## src/rtl/tahf_pkg.sv

```systemverilog
// shared constants, cordic angle table and rounding helpers for the tilt and heading block
package tahf_pkg;

    localparam int SAMPLE_WIDTH_DEF  = 16;
    localparam int CORDIC_STAGES_DEF = 16;
    localparam int MAX_STAGES        = 24;

    // guard scaling of samples and headroom for gain and pre-rotation
    localparam int GUARD_BITS = 8;
    localparam int HEAD_BITS  = 3;

    // angle accumulator, 1/256 centidegree
    localparam int AW = 24;

    localparam logic signed [AW-1:0] QUARTER_TURN = AW'(2304000);
    localparam logic [16:0]          INV_GAIN     = 17'd39797;

    localparam logic signed [15:0] DECL_RESET = -16'sd858;

    localparam logic signed [17:0] LIM_HALF    = 18'sd18000;
    localparam logic signed [17:0] LIM_QUARTER = 18'sd9000;
    localparam logic signed [17:0] FULL_TURN   = 18'sd36000;

    localparam logic REQ_ACCEL = 1'b0;
    localparam logic REQ_MAG   = 1'b1;

    function automatic logic signed [AW-1:0] atan_tab(input int idx);
        logic signed [AW-1:0] v;
        case (idx)
            0:       v = AW'(1152000);
            1:       v = AW'(680065);
            2:       v = AW'(359328);
            3:       v = AW'(182400);
            4:       v = AW'(91554);
            5:       v = AW'(45822);
            6:       v = AW'(22916);
            7:       v = AW'(11459);
            8:       v = AW'(5730);
            9:       v = AW'(2865);
            10:      v = AW'(1432);
            11:      v = AW'(716);
            12:      v = AW'(358);
            13:      v = AW'(179);
            14:      v = AW'(90);
            15:      v = AW'(45);
            16:      v = AW'(22);
            17:      v = AW'(11);
            18:      v = AW'(6);
            19:      v = AW'(3);
            20:      v = AW'(1);
            21:      v = AW'(1);
            default: v = '0;
        endcase
        return v;
    endfunction

    // half away from zero, 1/256 centidegree to centidegree
    function automatic logic signed [17:0] round_cdeg(input logic signed [AW-1:0] v);
        logic [AW-1:0] mag;
        logic [AW-1:0] q;
        logic signed [17:0] r;
        mag = v[AW-1] ? AW'(-v) : AW'(v);
        q   = (mag + AW'(128)) >> 8;
        r   = v[AW-1] ? -$signed(18'(q)) : $signed(18'(q));
        return r;
    endfunction

    function automatic logic signed [17:0] clamp_sym(input logic signed [17:0] v,
                                                     input logic signed [17:0] lim);
        logic signed [17:0] r;
        if (v > lim) begin
            r = lim;
        end else if (v < -lim) begin
            r = -lim;
        end else begin
            r = v;
        end
        return r;
    endfunction

endpackage

```

## src/rtl/tahf_cordic_cell.sv

```systemverilog
// one vectoring cordic iteration with its pipeline register and sideband
module tahf_cordic_cell #(
    parameter int DW    = 27,
    parameter int SBW   = 8,
    parameter int STAGE = 0
) (
    input  logic                        i_clk,
    input  logic                        i_rst_n,
    input  logic                        i_en,
    input  logic                        i_valid,
    input  logic signed [DW-1:0]        i_x,
    input  logic signed [DW-1:0]        i_y,
    input  logic signed [tahf_pkg::AW-1:0] i_z,
    input  logic [SBW-1:0]              i_sb,
    output logic                        o_valid,
    output logic signed [DW-1:0]        o_x,
    output logic signed [DW-1:0]        o_y,
    output logic signed [tahf_pkg::AW-1:0] o_z,
    output logic [SBW-1:0]              o_sb
);
    import tahf_pkg::*;

    logic                 r_valid;
    logic signed [DW-1:0] r_x, r_y;
    logic signed [AW-1:0] r_z;
    logic [SBW-1:0]       r_sb;
    logic signed [DW-1:0] n_x, n_y;
    logic signed [AW-1:0] n_z;
    logic signed [DW-1:0] xs, ys;

    always_comb begin
        xs = i_x >>> STAGE;
        ys = i_y >>> STAGE;
        if (!i_y[DW-1]) begin
            n_x = i_x + ys;
            n_y = i_y - xs;
            n_z = i_z + atan_tab(STAGE);
        end else begin
            n_x = i_x - ys;
            n_y = i_y + xs;
            n_z = i_z - atan_tab(STAGE);
        end
    end

    always_ff @(posedge i_clk) begin
        if (!i_rst_n) begin
            r_valid <= 1'b0;
        end else if (i_en) begin
            r_valid <= i_valid;
        end
    end

    always_ff @(posedge i_clk) begin
        if (i_en) begin
            r_x  <= n_x;
            r_y  <= n_y;
            r_z  <= n_z;
            r_sb <= i_sb;
        end
    end

    assign o_valid = r_valid;
    assign o_x     = r_x;
    assign o_y     = r_y;
    assign o_z     = r_z;
    assign o_sb    = r_sb;

endmodule

```

## config.mk

```make
export PLATFORM = sky130hd
export DESIGN_NAME = tahf_cordic_cell
export DESIGN_NICKNAME = d
export VERILOG_FILES = /design/src/rtl/tahf_pkg.sv /design/src/rtl/tahf_cordic_cell.sv
export SDC_FILE = /design/constraint.sdc
export NUM_CORES = 1
export LEC_CHECK = 0
export BUFFER_PORTS_ARGS = -buffer_cell sky130_fd_sc_hd__buf_2
export CAP_MARGIN = 30
export CORE_MARGIN = 1.5
export CORE_UTILIZATION = 41
export CTS_CLUSTER_SIZE = 24
export DETAILED_ROUTE_END_ITERATION = 7
export RECOVER_POWER = 25
export SLEW_MARGIN = 20
export SYNTH_ARGS = -nofsm -noshare
export SYNTH_HDL_FRONTEND = slang
export SYNTH_SLANG_ARGS = --single-unit
```

## constraint.sdc

```tcl
create_clock -name i_clk -period 7.19 [get_ports i_clk]
set_input_delay 1.438 -clock i_clk [delete_from_list [all_inputs] [get_ports i_clk]]
set_output_delay 1.438 -clock i_clk [all_outputs]
set_load 0.005 [all_outputs]
```

# Yosys cells after proc, flatten, opt, wreduce, memory -nomap -nowiden
# Cells that the tools add are included.
dict set report classes {
  n_addsub 5
  muxes 3
}
# operator n
set op_table {}
lappend op_table {{two-way mux 27 bit} 2}
lappend op_table {{subtractor 27 bit} 2}
lappend op_table {{adder 27 bit} 1}
lappend op_table {{adder 24 x 22 -> 24 bit, second input constant} 1}
lappend op_table {{two-way mux 24 bit} 1}
lappend op_table {{subtractor 24 x 22 -> 24 bit, second input constant} 1}
dict set report totals {
  reg_bits 87
  in_bits 90
  out_inout_bits 87
  wordCells 13
}

# Depth between registers and ports, before layout
# Gate-level depths: netlist (run 1).
dict set report logic_depth {
  word_depth 2
  depth_mapped 12
  ltp_nobuf 11
}

# Worst setup path before layout (run 1)
# No wires, ideal clock.
dict set report synth_path {
  path_kind {input -> register}
  from {input i_y[26]}
  to {register r_z[22] (netlist: o_z[22]) (data pin)}
  setup_ps 266
  arrival_time_ps 3672
  t_required_ps 6924
  path_slack_ps 3252
  stages 11
  path_buffers 1
  path_cell_list {clkinv_1 -> clkbuf_1 -> ha_1 -> nor2b_1 -> o21a_1 -> o21ai_0 -> nand2b_1 -> a31o_2 -> a41o_1 -> o41ai_1 -> xnor2_1}
}
dict set report synth_via {
  elab_chain_cells 1
}
# item line_no
set synth_rtl {}
lappend synth_rtl {{start: declaration} tahf_cordic_cell.sv:12} ;# input logic signed [DW-1:0] i_y,
lappend synth_rtl {{two-way mux 24 bit} tahf_cordic_cell.sv:34} ;# if (!i_y[DW-1]) begin
lappend synth_rtl {{via n_z[22]} tahf_cordic_cell.sv:28} ;# logic signed [AW-1:0] n_z;
lappend synth_rtl {{end signal: assignment} tahf_cordic_cell.sv:57} ;# r_z <= n_z;
lappend synth_rtl {{end: declaration} tahf_cordic_cell.sv:25} ;# logic signed [AW-1:0] r_z;
# The timed path passes the listed nets, and every way through them passes these cells.
# A chain may end at the register's enable or synchronous reset.

# Worst setup path after layout (run 1)
dict set report layout_path {
  from {input i_x[8]}
  to {register r_y[26] (netlist: o_y[26]) (data pin)}
}
dict set report layout_via {
  elab_chain_cells 2
  word_cells_on_any_way 3
  cone_classes {add/sub (2); mux (1)}
}
# item line_no
set layout_rtl {}
lappend layout_rtl {{start: declaration} tahf_cordic_cell.sv:11} ;# input logic signed [DW-1:0] i_x,
lappend layout_rtl {{subtractor 27 bit / adder 27 bit (equally long branches)} {tahf_cordic_cell.sv:36, tahf_cordic_cell.sv:40}}
lappend layout_rtl {{two-way mux 27 bit (*)} tahf_cordic_cell.sv:34}
lappend layout_rtl {{via n_y[26]} tahf_cordic_cell.sv:27} ;# logic signed [DW-1:0] n_x, n_y;
lappend layout_rtl {{end signal: assignment} tahf_cordic_cell.sv:56} ;# r_y <= n_y;
lappend layout_rtl {{end: declaration} tahf_cordic_cell.sv:24} ;# logic signed [DW-1:0] r_x, r_y;
# Mark *: on every way through the listed nets, which the timed path passes. The rest lies on a longest branch.

==> impl_metrics.toml, run 1 <==
[outcome]
status = "complete, no violations"

[global_route]
grt-ovfl-total = 0
grt_pass1_wl_mm = 34.7
grt_pass1_vias = 6526
grt.total_usage_pct = 22.4
grt_max_degree = 75
antenna_found_initial = 0

[synthesis]
netlist.area_leader.share_pct = 33.1
synth_area_um2 = 7710
synthMostInstantiatedCell = "ha_1"
synthArstFlopShare_pct = 0
synth.largest_area_cell = "edfxtp_1"
ys.flop_type = "edfxtp_1"
synth.ff_latch_count = 86
yosysWarningCount = 0
synth_area_leaders = "edfxtp_1, ha_1, xnor2_1"
synth_nets = 1041
synthCells = 857
synth_common_cells = "ha_1, inv_1, edfxtp_1, a21oi_1, o21ai_0"
syn_avg_cell_area_um2 = 8.99
yosysSeqAreaShare_pct = 33.4
ys_types = 75
synth_enable_flop_cells = 85

[placed_design]
gp_congestion = 0.903
dp_cells = 1228
numPortBuffers = 176
place_area_um2 = 8730
pre_cts_ws_ns = 2.39
dp_hpwl_mm = 16.8

[clocking]
clockBufferDepth = 2
cts_resized = 0
post_cts_buffers = 0
clk_pin_slew_ns = 0.07
cts_buffers = 9
hold_buffers = 0
htree_levels = 3
cts_tree = "yes"
insertion_delay_ns = 0.34
root_buffer = "clkbuf_16"
cts_num_sinks = 86

[detailed_routing]
antenna_left = 0
vias_per_cell = 5.56
vias = 6923
drt-wirelength-per-cell_um = 17.5
drc = 0
drt_wl_total_mm = 21.8
dr.first_iter.drc_count = 448
firstDrtPassIters = 5

[critical_path]
reg2reg_slack_ns = 6.60
critPathKind = "input pin to flip-flop"
r2r-start = "o_valid$_SDFFE_PN0P_"
cp.required_ns = 7.29
worst_setup_path_end_kind = "flip-flop"
crit_slowest_cell = "a2111oi_0"
crit_chain = "buf_2 -> inv_1 -> ha_1 -> inv_1 -> nor3_1 -> a221oi_1 -> a2111oi_0 -> o31ai_1 -> a21oi_1 -> a2bb2oi_1 -> xnor2_1"
cp_common_cell = "inv_1"
startpoint_type = "input pin"
critical-path-max-stage-delay_ns = 0.93
crit_family = "compound AO/OA/AOI/OAI gates"
crit_fanout = 12
worst-path-buf-inv = 3
arrival_ns = 4.56
startpoint = "i_x[8]"

[floorplanning]
die_w_um = 140
rows = 49
io_pins = 177
die_area_um2 = 19600
start_util_pct = 42.3
core_area_um2 = 18200
die_h_um = 140

[pwr]
p_clk_share_pct = 28.3
p_comb_share_pct = 33.7
p_per_area_nw_per_um2 = 195
ir_worst_vdd_uv = 112
power_switching_share_pct = 33.7
switching_power_mw = 0.593
finalPower_mw = 1.76
leakage_nw = 3.99
p_seq_share_pct = 38.0
internal-power_mw = 1.17

[timing]
totalNegativeSetupSlack_ns = 0
rsz0062_at_grt = "no"
hold_ws_ns = 0.522
final.setup.worst_slack_ns = 2.73
period_share_pct = 62.1
hold_viol = 0
setup_viol = 0
maxSlewViolCount = 0
period_needed_ns = 4.46
worst_pin_slew_ns = 1.22
relSlewSlack_pct = 18.4
fin_skew_ns = 0
timing.fmax_mhz = 224

[finish]
nFillCells = 1812
antenna_cells = 0
nets = 1195
final_area_um2 = 9020
drive_above_1_share_pct = 19.9
stdcell_count = 1245
area.growth.synth_to_final_pct = 17.1
fin_util_pct = 49.6

[worst_hold_path]
worstHoldStart = "o_valid$_SDFFE_PN0P_"
min_path_type = "flip-flop to flip-flop"

[job]
drv_cap = 0
-- power by group through the flow --
stage | Sequential [mW] | Clock, mW | Combinational [mW]
after floorplan | 0.690 | 0 | 0.358
after global placement | 0.678 | 0 | 0.585
after detailed placement | 0.679 | 0 | 0.587
after CTS | 0.669 | 0.509 | 0.590
after global routing | 0.676 | 0.528 | 0.655
final | 0.668 | 0.499 | 0.593
-- cells in the final DEF (no fill, tap or decap), types with 4 or more instances in the layout --
cell,instances
a211oi_1,6
a21o_1,12
a21oi_1,83
a31oi_1,8
and2_1,4
buf_2,164
clkbuf_1,12
clkbuf_16,9
edfxtp_1,85
fa_1,4
ha_1,90
inv_1,89
mux2i_1,9
nand2_1,44
nand2b_1,12
nand3_1,20
nand4_1,6
nor2_1,58
nor2b_1,14
nor3_1,22
nor4_1,6
o211ai_1,8
o21a_1,6
o21ai_0,61
o21bai_1,12
o22ai_1,4
o31a_1,4
o31ai_1,17
or2_2,4
or3_1,6
xnor2_1,58
xor2_1,5
-- path summary, 6_finish.rpt --
| check | cells after the start | to |
|---|---|---|
| min reg2reg | 2 | o_valid$_SDFFE_PN0P_ |
| min | 2 | o_valid$_SDFFE_PN0P_ |
| max reg2reg | 2 | o_valid$_SDFFE_PN0P_ |
| max | 11 | o_y[26]$_DFFE_PP_ |
-- worst min-delay path: cells and delay by family (launching register included) --
| kind | cells | cell delay, ns |
|---|---|---|
| flip-flops | 1 | 0.32 |
| AND/OR/NAND/NOR | 1 | 0.10 |
| multiplexers | 1 | 0.06 |
-- area by class of cell --
| type | count | area [µm²] | area share (%) |
|---|---|---|---|
| repair buffers | 180 | 893 | 9.90 |
| clock buffers | 9 | 225 | 2.50 |
| well taps | 229 | 287 | 3.17 |
| inverters | 90 | 338 | 3.74 |
| clock inverters | 7 | 81.3 | 0.901 |
| multi-input cells | 644 | 4630 | 51.3 |
| flip-flops and latches | 86 | 2570 | 28.5 |
-- kinds of logic (layout without fill, tap and decap cells) --
logic type               after synthesis  count (layout)  share of synthesized area, %
AND/OR/NAND/NOR                      213             213                          13.8
flip-flops                            86              86                          33.4
adder cells (fa/ha/maj)               94              94                          15.7
buffers and inverters                127             286                          6.56
AO/OA/AOI/OAI                        265             265                          22.2
multiplexers                           9               9                          1.17
XOR/XNOR                              63              63                          7.16
-- registers in the layout, summed over array words and instances (netlist names) --
name     flops
o_z         24
o_y         27
o_valid      1
o_sb         8
o_x         26
-- per-layer routing --
layer | up-vias | GRT usage, % | wire length [µm]
li1 | 3380 | - | -
met5 | - | 0 | 0
met3 | 24 | 3.15 | 1370
met1 | 3232 | 31.4 | 10200
met2 | 287 | 36.2 | 9910
met4 | 0 | 6.04 | 316
(Power assumes the default switching activity.)
==> run 2, diff against run 1 <==
==> constraint.sdc (replaced) <==
create_clock -name i_clk -period 4.27 [get_ports i_clk]
set_input_delay 0.854 -clock i_clk [delete_from_list [all_inputs] [get_ports i_clk]]
set_output_delay 0.854 -clock i_clk [all_outputs]
set_load 0.005 [all_outputs]
==> run 2 against run 1 <==
- the run now ends with capacitance limit, slew limit left
- first-iteration DRC count up 10%
- global-route usage is 0.30 points higher
- largest power group unchanged
- die area did not move
- critical path depth did not move
- non-clock buffer count increased by 13
- count of clock-buffer cells in the layout stayed put
- core utilization grew 0.55 points
- sequential power grew 69%
- routed wire length up 1.4%
- highest routed layer unchanged
- clock power up 60%
==> impl_metrics.toml, run 2 (synthesis gave the netlist of run 1 again) <==
[critical_path]
critPathKind = "input pin to flip-flop"
cp.required_ns = 4.37
worst_setup_path_end_kind = "flip-flop"
crit_fanout = 11
arrival_ns = 3.69
startpoint_type = "input pin"
r2r_cells = 2

[finish]
nets = 1208
fin_util_pct = 50.1
drive_above_1_share_pct = 21.7
largest_reg_flops = 27
layout_commonest_cell = "buf_2"
area.growth.synth_to_final_pct = 18.4
antenna_cells = 0
mostFrequentLayoutCells = "buf_2, ha_1, inv_1"
nFillCells = 1790
stdcell_count = 1258

[placed_design]
dp_cells = 1242
gp_congestion = 0.901
dp_hpwl_mm = 17.3
numPortBuffers = 176

[timing]
maxSlewViolCount = 56
timing.fmax_mhz = 279
hold_viol = 0
relSlewSlack_pct = -105
rsz0062_at_grt = "no"
setup_viol = 0
fin_skew_ns = 0
totalNegativeSetupSlack_ns = 0
worst_pin_slew_ns = 3.07
period_share_pct = 84.0
period_needed_ns = 3.58

[pwr]
ir_worst_vdd_uv = 171
internal-power_mw = 1.93
p_clk_share_pct = 27.1
p_per_area_nw_per_um2 = 323
leakage_nw = 4.07
p_seq_share_pct = 38.2
p_comb_share_pct = 34.6
switching_power_mw = 1.01
power_switching_share_pct = 34.4

[clocking]
cts_tree = "yes"
cts_num_sinks = 86
hold_buffers = 0
cts_resized = 0
clockBufferDepth = 2
cts_buffers = 9
insertion_delay_ns = 0.34
root_buffer = "clkbuf_16"
htree_levels = 3
post_cts_buffers = 0
clk_pin_slew_ns = 0.07

[detailed_routing]
vias = 6975
firstDrtPassIters = 5
drt-wirelength-per-cell_um = 17.6
dr.first_iter.drc_count = 493
vias_per_cell = 5.54
antenna_left = 0
drc = 0
drt_wl_total_mm = 22.1

[global_route]
grt-ovfl-total = 0
grt.total_usage_pct = 22.7
grt_pass1_vias = 6710
grt_pass1_wl_mm = 35.1
antenna_found_initial = 0
grt_max_degree = 66

[worst_hold_path]
min_path_type = "flip-flop to flip-flop"
worstHoldPathCells = 2

[job]
drv_cap = 1

[floorplanning]
die_h_um = 140
core_area_um2 = 18200
die_area_um2 = 19600
io_pins = 177
rows = 49
start_util_pct = 42.3
die_w_um = 140

[outcome]
status = "finished, violations left"
violations = "capacitance limit, slew limit"
[run 2: stage by stage]
step,setup slack (ns),cell area (µm²),hold slack (ns),power (mW)
2_1_floorplan,0.916,7710,0.507,1.76
3_3_place_gp,0.473,8840,0.492,2.15
3_5_place_dp,0.360,8840,0.506,2.15
4_1_cts,0.739,9130,0.527,2.96
5_1_grt,0.349,9130,0.560,3.11
6_report,0.685,9130,0.514,2.94
[run 2: power by group through the flow]
stage | registers [mW] | logic [mW] | clock network, mW
floorplan | 1.16 | 0.603 | 0
global placement | 1.14 | 1.01 | 0
detailed placement | 1.14 | 1.01 | 0
CTS | 1.13 | 1.01 | 0.821
global route | 1.14 | 1.12 | 0.852
finish | 1.13 | 1.02 | 0.799
[run 2: metal layers]
layer / up-vias / track usage [%] / routed length, µm / share of wire (%)
met2: 321 / 36.9 / 9960 / 45
li1: 3404 / - / - / -
met4: 0 / 5.87 / 417 / 1.9
met1: 3214 / 31.1 / 10200 / 46
met3: 36 / 4.03 / 1510 / 6.8
met5: - / 0 / 0 / 0
[run 2: worst paths after layout]
check | startpoint | endpoint | slack (ns)
min reg2reg | o_valid$_SDFFE_PN0P_ | o_valid$_SDFFE_PN0P_ | 0.51
min | o_valid$_SDFFE_PN0P_ | o_valid$_SDFFE_PN0P_ | 0.51
max reg2reg | o_valid$_SDFFE_PN0P_ | o_valid$_SDFFE_PN0P_ | 3.69
max | i_x[7] | o_y[26]$_DFFE_PP_ | 0.69
[run 2: final cells by class]
class | count | area (µm²) | area share [%]
Multi-Input combinational cell | 644 | 4630 | 50.7
Sequential cell | 86 | 2570 | 28.2
Timing Repair Buffer | 193 | 1000 | 11.0
Inverter | 90 | 338 | 3.70
Tap cell | 229 | 287 | 3.14
Clock buffer | 9 | 225 | 2.47
Clock inverter | 7 | 71.3 | 0.782
[run 2: worst max-delay path, stage by stage]
cell,delay [ns]
buf_2,0.10
inv_1,0.04
ha_1,0.54
nor2b_1,0.11
or4_1,0.43
o21a_2,0.25
a211oi_1,0.41
o21ai_0,0.32
a41oi_1,0.33
a2bb2oi_1,0.13
xnor2_1,0.15
